`src/rtl/thrust_allocation_normalizer_unit_assert.svh`:
```
// assertion macros shared by the thrust allocation normalizer rtl
`ifndef THRUST_ALLOCATION_NORMALIZER_UNIT_ASSERT_SVH
`define THRUST_ALLOCATION_NORMALIZER_UNIT_ASSERT_SVH

`ifndef ASSERT_OFF

// same-cycle implication
`define TANORM_ASSERT_IMP(lbl, clk, rstn, ante, cons) \
    lbl: assert property (@(posedge clk) disable iff (!rstn) (ante) |-> (cons)) \
        else $error("same-cycle check failed");

// next-cycle implication
`define TANORM_ASSERT_NXT(lbl, clk, rstn, ante, cons) \
    lbl: assert property (@(posedge clk) disable iff (!rstn) (ante) |=> (cons)) \
        else $error("next-cycle check failed");

`else

`define TANORM_ASSERT_IMP(lbl, clk, rstn, ante, cons)
`define TANORM_ASSERT_NXT(lbl, clk, rstn, ante, cons)

`endif

`endif

```
`src/rtl/tanorm_pkg.sv`:
```
// types and constants of the thrust allocation normalizer
`timescale 1ns / 1ps
package tanorm_pkg;

    localparam int AXES      = 6;
    localparam int W_ACC     = 34;
    localparam int W_MAG     = 22;
    localparam int W_NUM     = 38;
    localparam int DIV_STEPS = 16;

    localparam logic [15:0] LIMIT_RESET = 16'd1600;

    localparam logic [1:0] CMD_WRENCH = 2'd0;
    localparam logic [1:0] CMD_COEF   = 2'd1;
    localparam logic [1:0] CMD_LIMIT  = 2'd2;

    typedef struct packed {
        logic             coef_we;
        logic             lim_we;
        logic [2:0]       load_thr;
        logic [2:0]       axis;
        logic [15:0]      load_data;
        logic [15:0]      wval;
        logic             mac_clr;
        logic             mac_en;
        logic             thr_en;
        logic             num_en;
        logic             div_start;
        logic             div_en;
        logic             scaled;
        logic [15:0]      lk;
        logic [W_MAG-1:0] tk;
    } t_lane_ctl;

    typedef struct packed {
        logic [W_MAG-1:0] mag;
        logic [15:0]      lim;
        logic [16:0]      effort;
    } t_lane_stat;

endpackage

```
`src/rtl/tanorm_merge.sv`:
```
// merging stage: finds the thruster with the largest thrust to limit ratio
`timescale 1ns / 1ps
module tanorm_merge
    import tanorm_pkg::*;
#(
    parameter int LANES = 8
) (
    input  logic                         i_clk,
    input  logic                         i_rst_n,
    input  logic                         i_start,
    input  logic [$clog2(LANES+1)-1:0]   i_count,
    input  logic [W_MAG-1:0]             i_mag [LANES],
    input  logic [15:0]                  i_lim [LANES],
    output logic                         o_done,
    output logic [W_MAG-1:0]             o_tk,
    output logic [15:0]                  o_lk
);

    localparam int IW = (LANES > 1) ? $clog2(LANES) : 1;
    localparam int CW = $clog2(LANES + 1);

    logic             r_busy;
    logic             r_ph;
    logic             r_done;
    logic [IW-1:0]    r_idx;
    logic [W_MAG-1:0] r_bmag;
    logic [15:0]      r_blim;
    logic [W_NUM-1:0] r_pa;
    logic [W_NUM-1:0] r_pb;
    logic             at_end;

    assign at_end = (CW'(r_idx) == (i_count - CW'(1)));

    always_ff @(posedge i_clk) begin
        if (!i_rst_n) begin
            r_busy <= 1'b0;
            r_ph   <= 1'b0;
            r_done <= 1'b0;
            r_idx  <= '0;
        end else begin
            r_done <= 1'b0;
            if (i_start) begin
                r_idx <= IW'(1);
                r_ph  <= 1'b0;
                if (i_count == CW'(1)) begin
                    r_done <= 1'b1;
                end else begin
                    r_busy <= 1'b1;
                end
            end else if (r_busy) begin
                r_ph <= ~r_ph;
                if (r_ph) begin
                    if (at_end) begin
                        r_busy <= 1'b0;
                        r_done <= 1'b1;
                    end else begin
                        r_idx <= r_idx + IW'(1);
                    end
                end
            end
        end
    end

    // cross products are registered, then compared in the next cycle; ties keep the earlier
    always_ff @(posedge i_clk) begin
        if (i_start) begin
            r_bmag <= i_mag[0];
            r_blim <= i_lim[0];
        end else if (r_busy) begin
            if (!r_ph) begin
                r_pa <= W_NUM'(i_mag[r_idx]) * W_NUM'(r_blim);
                r_pb <= W_NUM'(r_bmag) * W_NUM'(i_lim[r_idx]);
            end else if (r_pa > r_pb) begin
                r_bmag <= i_mag[r_idx];
                r_blim <= i_lim[r_idx];
            end
        end
    end

    assign o_done = r_done;
    assign o_tk   = r_bmag;
    assign o_lk   = r_blim;

endmodule

```
`config.mk`:
```
export PLATFORM = sky130hd
export DESIGN_NAME = tanorm_merge
export DESIGN_NICKNAME = d
export VERILOG_FILES = /design/src/rtl/thrust_allocation_normalizer_unit_assert.svh /design/src/rtl/tanorm_pkg.sv /design/src/rtl/tanorm_merge.sv
export SDC_FILE = /design/constraint.sdc
export NUM_CORES = 2
export LEC_CHECK = 0
export ABC_AREA = 1
export BUFFER_PORTS_ARGS = -buffer_cell sky130_fd_sc_hd__buf_2
export CAP_MARGIN = 0
export CORE_MARGIN = 2
export CORE_UTILIZATION = 30
export DETAILED_ROUTE_END_ITERATION = 10
export HOLD_SLACK_MARGIN = 0.06
export MAX_ROUTING_LAYER = met4
export SYNTH_ARGS = -nofsm -noshare
export SYNTH_HDL_FRONTEND = slang
export SYNTH_SLANG_ARGS = --single-unit
```
`constraint.sdc`:
```
create_clock -name i_clk -period 11 [get_ports i_clk]
set_input_delay 1.1 -clock i_clk [delete_from_list [all_inputs] [get_ports i_clk]]
set_output_delay 1.1 -clock i_clk [all_outputs]
set_load 0.01 [all_outputs]
```
==> flow_summary.yaml <==
floorplanning:
  dieArea_um2: 109000
  start_util_pct: 30.2
  dieHeight_um: 329
  coreArea_um2: 105000
  die_w_um: 329
  rows: 119
  ioPinCount: 350
sta:
  setup_viol: 0
  fin_crit_ps: 8450
  grt_setup_unrepaired: "false"
  fin_hold_ws_ps: 535
  min_period_over_period_pct: 76.8
  finalHoldViolations: 0
  max_slew_margin_pct: 25.1
  fin_setup_tns_ps: 0
  fmax_ghz: 0.118
  max_slew.worst_pin.slew_ps: 1120
  slew_violations: 0
  skew_ps: 10.1
yosys:
  syn_area_per_cell_um2: 7.59
  synth_area_leaders: "fa_1 (35%), nand2_1 (11%), inv_1 (11%)"
  yosysSeqAreaShare_pct: 11.2
  synth_top_area_cell: "fa_1"
  synth_edf_count: 114
  synth.most_common_cell: "nand2_1"
  ys_ff_latch: 120
  syn_area_um2: 31800
  netlist_top_cells_count: "nand2_1 (930), inv_1 (920), nor2_1 (612)"
  yosysTopAreaCellShare_pct: 35.0
  ys_async_sr_fraction_pct: 0
  synth_ff_type: "edfxtp_1"
  syn-num-nets: 5312
  postSynthCellCount: 4184
  synth_warnings: 0
  yosys.cell_types.count: 38
setup_path:
  crit_type: "reg -> reg"
  end_kind: "register"
  arrival_ps: 8670
  rr_worst_depth: 24
  worst-r2r-setup-slack_ps: 2550
  r2r_start: "r_idx[0]"
  crit_path_start_kind: "register"
  required_ps: 11220
  path_max_fanout: 98
  r2r-end: "r_pa[32]"
global_routing:
  grt_max_degree: 108
  met2_usage_pct: 32.5
  use_met3_pct: 4.00
  grt_overflow: 0
  use_met1_pct: 28.0
  grt_pass1_vias: 28100
  antenna_found_initial: 2
  grt_busiest_layer: "met2"
  grt_pass1_wl_um: 169000
  grt.total_usage_pct: 21.2
clock_tree:
  cts-root-buf: "clkbuf_16"
  clkTransAtPathRegs_ps: 60
  postCtsSetupRepairBufs: 0
  cts_tree: "done"
  numCtsBuffers: 17
  cts.sinks: 120
  htree_num_levels: 4
  insertion_delay_ps: 470
  clock_path_buffers: 2
  hold_buffers: 0
  cts_resized: 0
routing:
  drt-initial-drc-count: 2378
  first_pass_iters: 6
  drtAntennaViolNets: 0
  totalWireLength_um: 112000
  via_per_inst: 4.82
  vias: 28000
  wire_per_inst_um: 19.3
  post-route-drc-count: 0
outcome:
  outcome: "finished clean"
min_path:
  min_from: "r_busy"
  hp-class: "reg -> reg"
  holdPathStages: 2
  min_to: "r_ph"
finish:
  layout-drive-gt1-share_pct: 11.2
  nFillCells: 11400
  finalNetCount: 5541
  fin_area_um2: 35100
  multi_input_area_um2: 23800
  area_growth_pct: 10.4
  seqCellArea_um2: 3550
placed_design:
  place_congestion: 0.959
  placed_area_um2: 34500
  post-dp-hpwl_um: 92900
  port_buffers: 349
flow_run:
  maxCapViolCount: 0
-- registers in the layout, summed over array words and instances, names as in the netlist --
name,count
o_done,1
o_lk,16
o_tk,22
r_busy,1
r_idx,3
r_pa,38
r_pb,38
r_ph,1
-- cell families after synthesis --
logic type	share of synthesized area, %
AO/OA/AOI/OAI	7.24
XOR/XNOR	1.19
buffers and inverters	14.0
adder cells (fa/ha/maj)	45.3
flip-flops	11.2
AND/OR/NAND/NOR	21.1
-- layer usage --
metal  vias to the layer above  share of wire, %
li1                      12900                 -
met1                     13700                43
met2                      1242                46
met3                       181               8.1
met4                         0               3.5
met5                         -                 0
-- worst max path at each step --
stage / from / end / slack [ps]
2_1_floorplan: i_lim[49] / r_pb[33] / 4670
4_1_cts: r_idx[0] / r_pa[32] / 2550
5_1_grt: r_idx[0] / r_pa[32] / 2060
3_5_place_dp: r_idx[0] / r_pa[32] / 2590
3_3_place_gp: r_idx[0] / r_pa[32] / 2580
6_report: r_idx[0] / r_pa[32] / 2550
-- critical path: stages, from the launching register on --
cell,delay [ps]
dfxtp_4,850
inv_4,520
o21ai_0,880
o211ai_1,170
nand2_1,680
inv_1,400
nand2_1,190
fa_1,420
inv_1,100
fa_1,420
fa_1,510
fa_1,470
fa_1,510
inv_1,50
fa_1,470
inv_1,40
ha_1,350
a21oi_1,310
o21ai_0,200
a21oi_1,260
nor2_1,70
nor2_1,120
nand2_1,70
nand2_1,50
nand2_1,50
-- cell usage in the layout, fill, tap and decap left out, drive strengths merged --
| cell | synthesis | final |
|---|---|---|
| nor2 | 654 | 654 |
| dfxtp | 6 | 6 |
| clkinv | 8 | 14 |
| nand2 | 947 | 947 |
| and2 | 2 | 2 |
| nand4 | 17 | 17 |
| edfxtp | 114 | 114 |
| inv | 947 | 951 |
| ha | 261 | 261 |
| clkbuf | 64 | 18 |
| clkinvlp | 0 | 1 |
| a31oi | 2 | 2 |
| or2 | 3 | 3 |
| o21a | 1 | 1 |
| a21oi | 83 | 83 |
| o21bai | 12 | 12 |
| bufinv | 0 | 2 |
| a21o | 4 | 4 |
| nor4 | 2 | 2 |
| nand3b | 1 | 1 |
| nand3 | 62 | 62 |
| fa | 556 | 556 |
| buf | 85 | 359 |
| xnor2 | 3 | 3 |
| diode | 0 | 2 |
| o21ai | 219 | 219 |
| o211ai | 78 | 78 |
| nor3 | 13 | 13 |
| xor2 | 40 | 40 |
-- metrics by stage --
| step | instances | setup WS, ps | util [%] |
|---|---|---|---|
| 2_1_floorplan | 4184 | 4670 | - |
| 3_3_place_gp | 5785 | 2580 | 32.8 |
| 3_5_place_dp | 5785 | 2590 | 32.8 |
| 4_1_cts | 5816 | 2550 | 33.3 |
| 5_1_grt | 5818 | 2060 | 33.4 |
| 6_report | 5818 | 2550 | 33.4 |
-- area by class of cell --
class | instances | share of cell area [%]
Clock buffer | 18 | 1.22
Sequential cell | 120 | 10.1
Multi-Input combinational cell | 2960 | 67.8
Antenna cell | 2 | 0.0143
Timing Repair Buffer | 359 | 5.20
Clock inverter | 13 | 0.418
Inverter | 955 | 10.2
Tap cell | 1391 | 4.96
Power is left out: the tool's default activity adds up to more than one toggle a clock period on the data nets, which glitch-free logic cannot reach.
