<file path="config.mk">
export PLATFORM = sky130hd
export DESIGN_NAME = tanorm_lane
export DESIGN_NICKNAME = d
export VERILOG_FILES = /design/src/rtl/thrust_allocation_normalizer_unit_assert.svh /design/src/rtl/tanorm_pkg.sv /design/src/rtl/tanorm_lane.sv
export SDC_FILE = /design/constraint.sdc
export NUM_CORES = 2
export LEC_CHECK = 0
export ABC_AREA = 1
export BUFFER_PORTS_ARGS = -buffer_cell sky130_fd_sc_hd__buf_2
export CAP_MARGIN = 5
export CORE_MARGIN = 4
export CORE_UTILIZATION = 60
export CTS_BUF_LIST = sky130_fd_sc_hd__clkbuf_16
export CTS_CLUSTER_DIAMETER = 100
export CTS_CLUSTER_SIZE = 8
export DETAILED_ROUTE_END_ITERATION = 10
export HOLD_SLACK_MARGIN = 0.05
export PLACE_DENSITY = 0.84
export SETUP_SLACK_MARGIN = 0.05
export SLEW_MARGIN = 5
export SYNTH_ARGS = -nofsm -noshare
export SYNTH_HDL_FRONTEND = slang
export SYNTH_SLANG_ARGS = --single-unit
export TNS_END_PERCENT = 10
</file>
<file path="constraint.sdc">
create_clock -name i_clk -period 19.2 [get_ports i_clk]
set_clock_uncertainty 0.1 [all_clocks]
set_input_delay 3.84 -clock i_clk [delete_from_list [all_inputs] [get_ports i_clk]]
set_output_delay 3.84 -clock i_clk [all_outputs]
set_load 0.005 [all_outputs]
</file>
<file path="src/rtl/thrust_allocation_normalizer_unit_assert.svh">
// assertion macros shared by the thrust allocation normalizer rtl
`ifndef THRUST_ALLOCATION_NORMALIZER_UNIT_ASSERT_SVH
`define THRUST_ALLOCATION_NORMALIZER_UNIT_ASSERT_SVH

`ifndef ASSERT_OFF

// same-cycle implication
`define TANORM_ASSERT_IMP(lbl, clk, rstn, ante, cons) \
    lbl: assert property (@(posedge clk) disable iff (!rstn) (ante) |-> (cons)) \
        else $error("same-cycle check failed");

// next-cycle implication
`define TANORM_ASSERT_NXT(lbl, clk, rstn, ante, cons) \
    lbl: assert property (@(posedge clk) disable iff (!rstn) (ante) |=> (cons)) \
        else $error("next-cycle check failed");

`else

`define TANORM_ASSERT_IMP(lbl, clk, rstn, ante, cons)
`define TANORM_ASSERT_NXT(lbl, clk, rstn, ante, cons)

`endif

`endif

</file>
<file path="src/rtl/tanorm_pkg.sv">
// types and constants of the thrust allocation normalizer
`timescale 1ns / 1ps
package tanorm_pkg;

    localparam int AXES      = 6;
    localparam int W_ACC     = 34;
    localparam int W_MAG     = 22;
    localparam int W_NUM     = 38;
    localparam int DIV_STEPS = 16;

    localparam logic [15:0] LIMIT_RESET = 16'd1600;

    localparam logic [1:0] CMD_WRENCH = 2'd0;
    localparam logic [1:0] CMD_COEF   = 2'd1;
    localparam logic [1:0] CMD_LIMIT  = 2'd2;

    typedef struct packed {
        logic             coef_we;
        logic             lim_we;
        logic [2:0]       load_thr;
        logic [2:0]       axis;
        logic [15:0]      load_data;
        logic [15:0]      wval;
        logic             mac_clr;
        logic             mac_en;
        logic             thr_en;
        logic             num_en;
        logic             div_start;
        logic             div_en;
        logic             scaled;
        logic [15:0]      lk;
        logic [W_MAG-1:0] tk;
    } t_lane_ctl;

    typedef struct packed {
        logic [W_MAG-1:0] mag;
        logic [15:0]      lim;
        logic [16:0]      effort;
    } t_lane_stat;

endpackage

</file>
<file path="src/rtl/tanorm_lane.sv">
// one thruster lane: coefficient row, limit, dot product and divider
`timescale 1ns / 1ps
module tanorm_lane
    import tanorm_pkg::*;
#(
    parameter int LANE = 0
) (
    input  logic       i_clk,
    input  logic       i_rst_n,
    input  t_lane_ctl  i_ctl,
    output t_lane_stat o_stat
);

    logic signed [15:0]      r_coef [AXES];
    logic [15:0]             r_lim;
    logic signed [W_ACC-1:0] r_acc;
    logic [W_MAG-1:0]        r_mag;
    logic                    r_neg;
    logic [W_NUM-1:0]        r_num;
    logic [W_MAG-1:0]        r_rem;
    logic [15:0]             r_quo;

    logic                    sel;
    logic signed [31:0]      prod;
    logic [W_ACC-1:0]        acc_u;
    logic [W_ACC-1:0]        acc_abs;
    logic [W_MAG:0]          shifted;
    logic [W_MAG:0]          divisor;
    logic [W_MAG:0]          diff;
    logic [15:0]             mag_out;
    logic [16:0]             e_abs;

    assign sel     = (int'(i_ctl.load_thr) == LANE);
    assign prod    = r_coef[i_ctl.axis] * $signed(i_ctl.wval);
    assign acc_u   = r_acc;
    assign acc_abs = acc_u[W_ACC-1] ? (~acc_u + W_ACC'(1)) : acc_u;
    assign shifted = {r_rem, r_quo[15]};
    assign divisor = {1'b0, i_ctl.tk};
    assign diff    = shifted - divisor;

    // coefficient row, no reset
    always_ff @(posedge i_clk) begin
        if (i_ctl.coef_we && sel && (int'(i_ctl.axis) < AXES)) begin
            r_coef[i_ctl.axis] <= $signed(i_ctl.load_data);
        end
    end

    always_ff @(posedge i_clk) begin
        if (!i_rst_n) begin
            r_lim <= LIMIT_RESET;
        end else if (i_ctl.lim_we && sel) begin
            r_lim <= (i_ctl.load_data == 16'd0) ? 16'd1 : i_ctl.load_data;
        end
    end

    always_ff @(posedge i_clk) begin
        if (i_ctl.mac_clr) begin
            r_acc <= '0;
        end else if (i_ctl.mac_en) begin
            r_acc <= r_acc + W_ACC'(prod);
        end
        if (i_ctl.thr_en) begin
            r_mag <= acc_abs[W_ACC-1:12];
            r_neg <= acc_u[W_ACC-1];
        end
        if (i_ctl.num_en) begin
            r_num <= W_NUM'(r_mag) * W_NUM'(i_ctl.lk);
        end
        // restoring division, high part of the numerator is below the divisor
        if (i_ctl.div_start) begin
            r_rem <= r_num[W_NUM-1:16];
            r_quo <= r_num[15:0];
        end else if (i_ctl.div_en) begin
            if (shifted >= divisor) begin
                r_rem <= diff[W_MAG-1:0];
                r_quo <= {r_quo[14:0], 1'b1};
            end else begin
                r_rem <= shifted[W_MAG-1:0];
                r_quo <= {r_quo[14:0], 1'b0};
            end
        end
    end

    assign mag_out = i_ctl.scaled ? r_quo : r_mag[15:0];
    assign e_abs   = {1'b0, mag_out};

    assign o_stat.mag    = r_mag;
    assign o_stat.lim    = r_lim;
    assign o_stat.effort = r_neg ? (~e_abs + 17'd1) : e_abs;

endmodule

</file>
==> reports/results.env <==
FILLER_CELL_COUNT=4742
GLOBAL_ROUTE.OVERFLOW_TOTAL=0
FINAL_CELL_MIX='1,060 x sky130_fd_sc_hd__inv_1, 983 x sky130_fd_sc_hd__nand2_1, 584 x sky130_fd_sc_hd__fa_1, 340 x sky130_fd_sc_hd__nor2_1, 235 x sky130_fd_sc_hd__ha_1'
LIBRARY_CELLS_USED_BY_SYNTHESIS=44
TIMING.CRITICAL_PATH.SLOWEST_STAGE_CELL='sky130_fd_sc_hd__nor2_1'
SETUP_VIOL_COUNT_FINAL=0
POST-ROUTE-PERIOD-UTIL_PCT=54.7
CTS_TREE='built'
REG2REG_FROM='r_coef[5][5]'
ROUTABILITY_CONGESTION_ESTIMATE=1.03
CP_SLOWEST_STAGE_DELAY_NS=0.68
PER_INSTANCE_AVERAGE_AREA_AFTER_SYNTHESIS_UM2=8.23
CTSROOTBUFFERMASTER='sky130_fd_sc_hd__clkbuf_16'
WORST_SETUP_HOLD_PATH_CLK_SLEW_NS=0.05
ROUTED_WL_MM=93.7
CP_MAX_FO=23
TIMING.CRITICAL_PATH.ARRIVAL_NS=10.81
FINAL_LAYOUT_SIZE_SUFFIX_GT1_SHARE_PCT=5.83
CTS_MADE_BUFFERS=37
POSTCTSSETUPBUFFERS=0
SETUP_TOTAL_NEGATIVE_SLACK_NS=0
POSTLAYOUTCELLAREA_UM2=37400
HOLDBUFCOUNTCTS=0
DP_HPWL_MM=74.1
SETUP_REPAIR_AFTER_GLOBAL_ROUTING_MISSED_ITS_MARGIN='false'
TIMING_WORST_SETUP_PATH_TYPE='input port to register'
ANTENNA_FOUND_INITIAL=3
WORSTSETUPSTARTPOINT='i_ctl[77]'
SYNTH_TOP_AREA_CELLS='sky130_fd_sc_hd__fa_1 33%, sky130_fd_sc_hd__edfxtp_1 17%, sky130_fd_sc_hd__inv_1 11%'
RELSLEWSLACK_PCT=22.0
VIA_COUNT=28300
DIE-AREA_UM2=62200
NETLIST_AREA_UM2=35000
NUMPLACEDINSTANCES=5040
GRT_FIRST_PASS_WIRELENGTH_MM=153
AREA_DELTA_SYNTH_FINAL_PCT=6.91
HOLD_PATH_CLASS='register to register'
GRT_START_MAX_NET_PINS=69
SYNTH_SEQUENTIAL_AREA_RATIO_PCT=19.6
HOLD_START='r_lim[2]'
TIMING_WORST_SLEW_PIN_VALUE_NS=1.16
SYNTH-WARNING-COUNT=0
WORSTSETUPENDPOINTTYPE='register'
YS_SEQ_ELEMENTS=245
DIEHEIGHT_UM=249
NON_FILLER_INSTANCE_COUNT_AFTER_LAYOUT=5110
WORSTPATHREQUIRED_NS=19.50
TRITONCTS_NUM_SINKS=245
FINAL-HOLD-VIOLATION-COUNT=0
IO-PIN-COUNT=142
DRT_ITER0_MARKERS=2510
NUMBER_OF_PLACEMENT_ROWS=88
DETAIL_ROUTE.FIRST_PASS.ITERATIONS=6
YOSYS.AREA.TOP_TYPE='sky130_fd_sc_hd__fa_1'
STATUS='finished, final reports clean'
PLACE.PORT_BUFFERS=141
FINAL_WORST_HOLD_SLACK_NS=0.359
SYN_INST=4252
FINAL_MAX_SLEW_VIOL_COUNT=0
GROUTE.USAGE.OVERALL_PCT=30.4
DIEWIDTH_UM=249
CTSLONGESTPATHBUFFERS=3
NUMBER_OF_GLOBAL_ROUTE_VIAS_BEFORE_REPAIR=29700
SYNTH.NET_COUNT=5158
MAXCAPVIOLATIONS=0
MOST_COMMON_CELL_AFTER_LAYOUT_FILL_AND_TAPS_ASIDE='sky130_fd_sc_hd__inv_1'
INITIAL_CORE_UTIL_PCT=60.6
MULTI_INPUT_AREA_UM2=23600
POST-ROUTE-DRC-COUNT=0
HTREEDEPTH=2
CP-START-KIND='input port'
PERIOD_MINUS_SLACK_NS=10.51
ROUTE.DETAILED.VIAS_PER_INST=5.54
DPL-INSTANCE-AREA_UM2=36300
MAXCLOCKFREQUENCY_MHz=95.2
FLIP_FLOP_AND_LATCH_AREA_UM2=6860
FINAL_NET_COUNT=5220
POST_CTS_RESIZE_COUNT=0
SYNTH_TOP_AREA_SHARE_PCT=33.4
INSERTION_DELAY_NS=0.57
FINAL_ANTENNA_NET_COUNT=0
WIRE_PER_INST_UM=18.3
COREAREA_UM2=57700
## critical path, delay by kind of cell
kind	cells	cell delay (ns)
AOI/OAI and AO/OA	4	0.77
and+or+nand+nor	9	1.66
buffers and inverters	9	1.40
adders and majority gates	7	3.13
## metrics by stage
| stage | util [%] | setup slack, ns |
|---|---|---|
| after floorplan | - | 9.76 |
| after global placement | 62.8 | 8.38 |
| after detailed placement | 62.8 | 8.23 |
| after CTS | 64.8 | 8.77 |
| after global routing | 64.8 | 8.16 |
| final | 64.8 | 8.69 |
## kinds of logic (layout without fill, tap and decap cells)
logic type / count (synthesis) / in the layout / share of synthesized area, %
AO/OA/AOI/OAI: 385 / 385 / 5.94
XOR/XNOR: 93 / 93 / 2.33
adder cells (fa/ha/maj): 819 / 819 / 41.8
buffers and inverters: 1191 / 1282 / 12.9
flip-flops: 245 / 245 / 19.6
other: 0 / 2 / 0
AND/OR/NAND/NOR: 1519 / 1519 / 17.4
## synthesized netlist by cell type (all sizes together)
cell type / number
a211oi: 1
a21boi: 3
a21o: 13
a21oi: 142
a22oi: 7
a31oi: 4
and3: 4
buf: 27
clkbuf: 110
clkinv: 3
dfxtp: 50
edfxtp: 195
fa: 584
ha: 235
inv: 1051
nand2: 983
nand2b: 2
nand3: 110
nand3b: 5
nand4: 22
nor2: 358
nor3: 20
nor4: 10
o211ai: 8
o21a: 6
o21ai: 187
o21bai: 11
o31ai: 3
or2: 5
xnor2: 23
xor2: 70
## state kept, by name (all words and copies together) (netlist names)
signal  cells
acc_u      34
r_coef     96
r_lim      16
r_mag      22
r_neg       1
r_num      38
r_quo      16
r_rem      22
## per-layer routing
metal  GRT usage [%]  vias up  routed length (um)
li1                -    12800                   -
met1            38.2    13600               35000
met2            52.5     1500               45900
met3            5.80      319                8430
met4            11.9        2                4280
met5               0        -                  14
## worst paths after layout
kind	endpoint	depth (start not counted)	slack [ns]
min	r_lim[2]	2	0.36
max	acc_u[21]	29	8.69
max reg2reg	acc_u[21]	25	12.46
min reg2reg	r_lim[2]	2	0.36
## final cells by class
| cell class | instances | share of cell area [%] |
|---|---|---|
| Clock buffer | 37 | 2.48 |
| Timing Repair Buffer | 160 | 2.27 |
| Antenna cell | 2 | 0.0134 |
| Tap cell | 765 | 2.56 |
| Sequential cell | 245 | 18.3 |
| Clock inverter | 31 | 0.569 |
| Multi-Input combinational cell | 2816 | 63.2 |
| Inverter | 1054 | 10.6 |
Power is left out: the tool's default activity adds up to more than one toggle a clock period on the data nets, which glitch-free logic cannot reach.
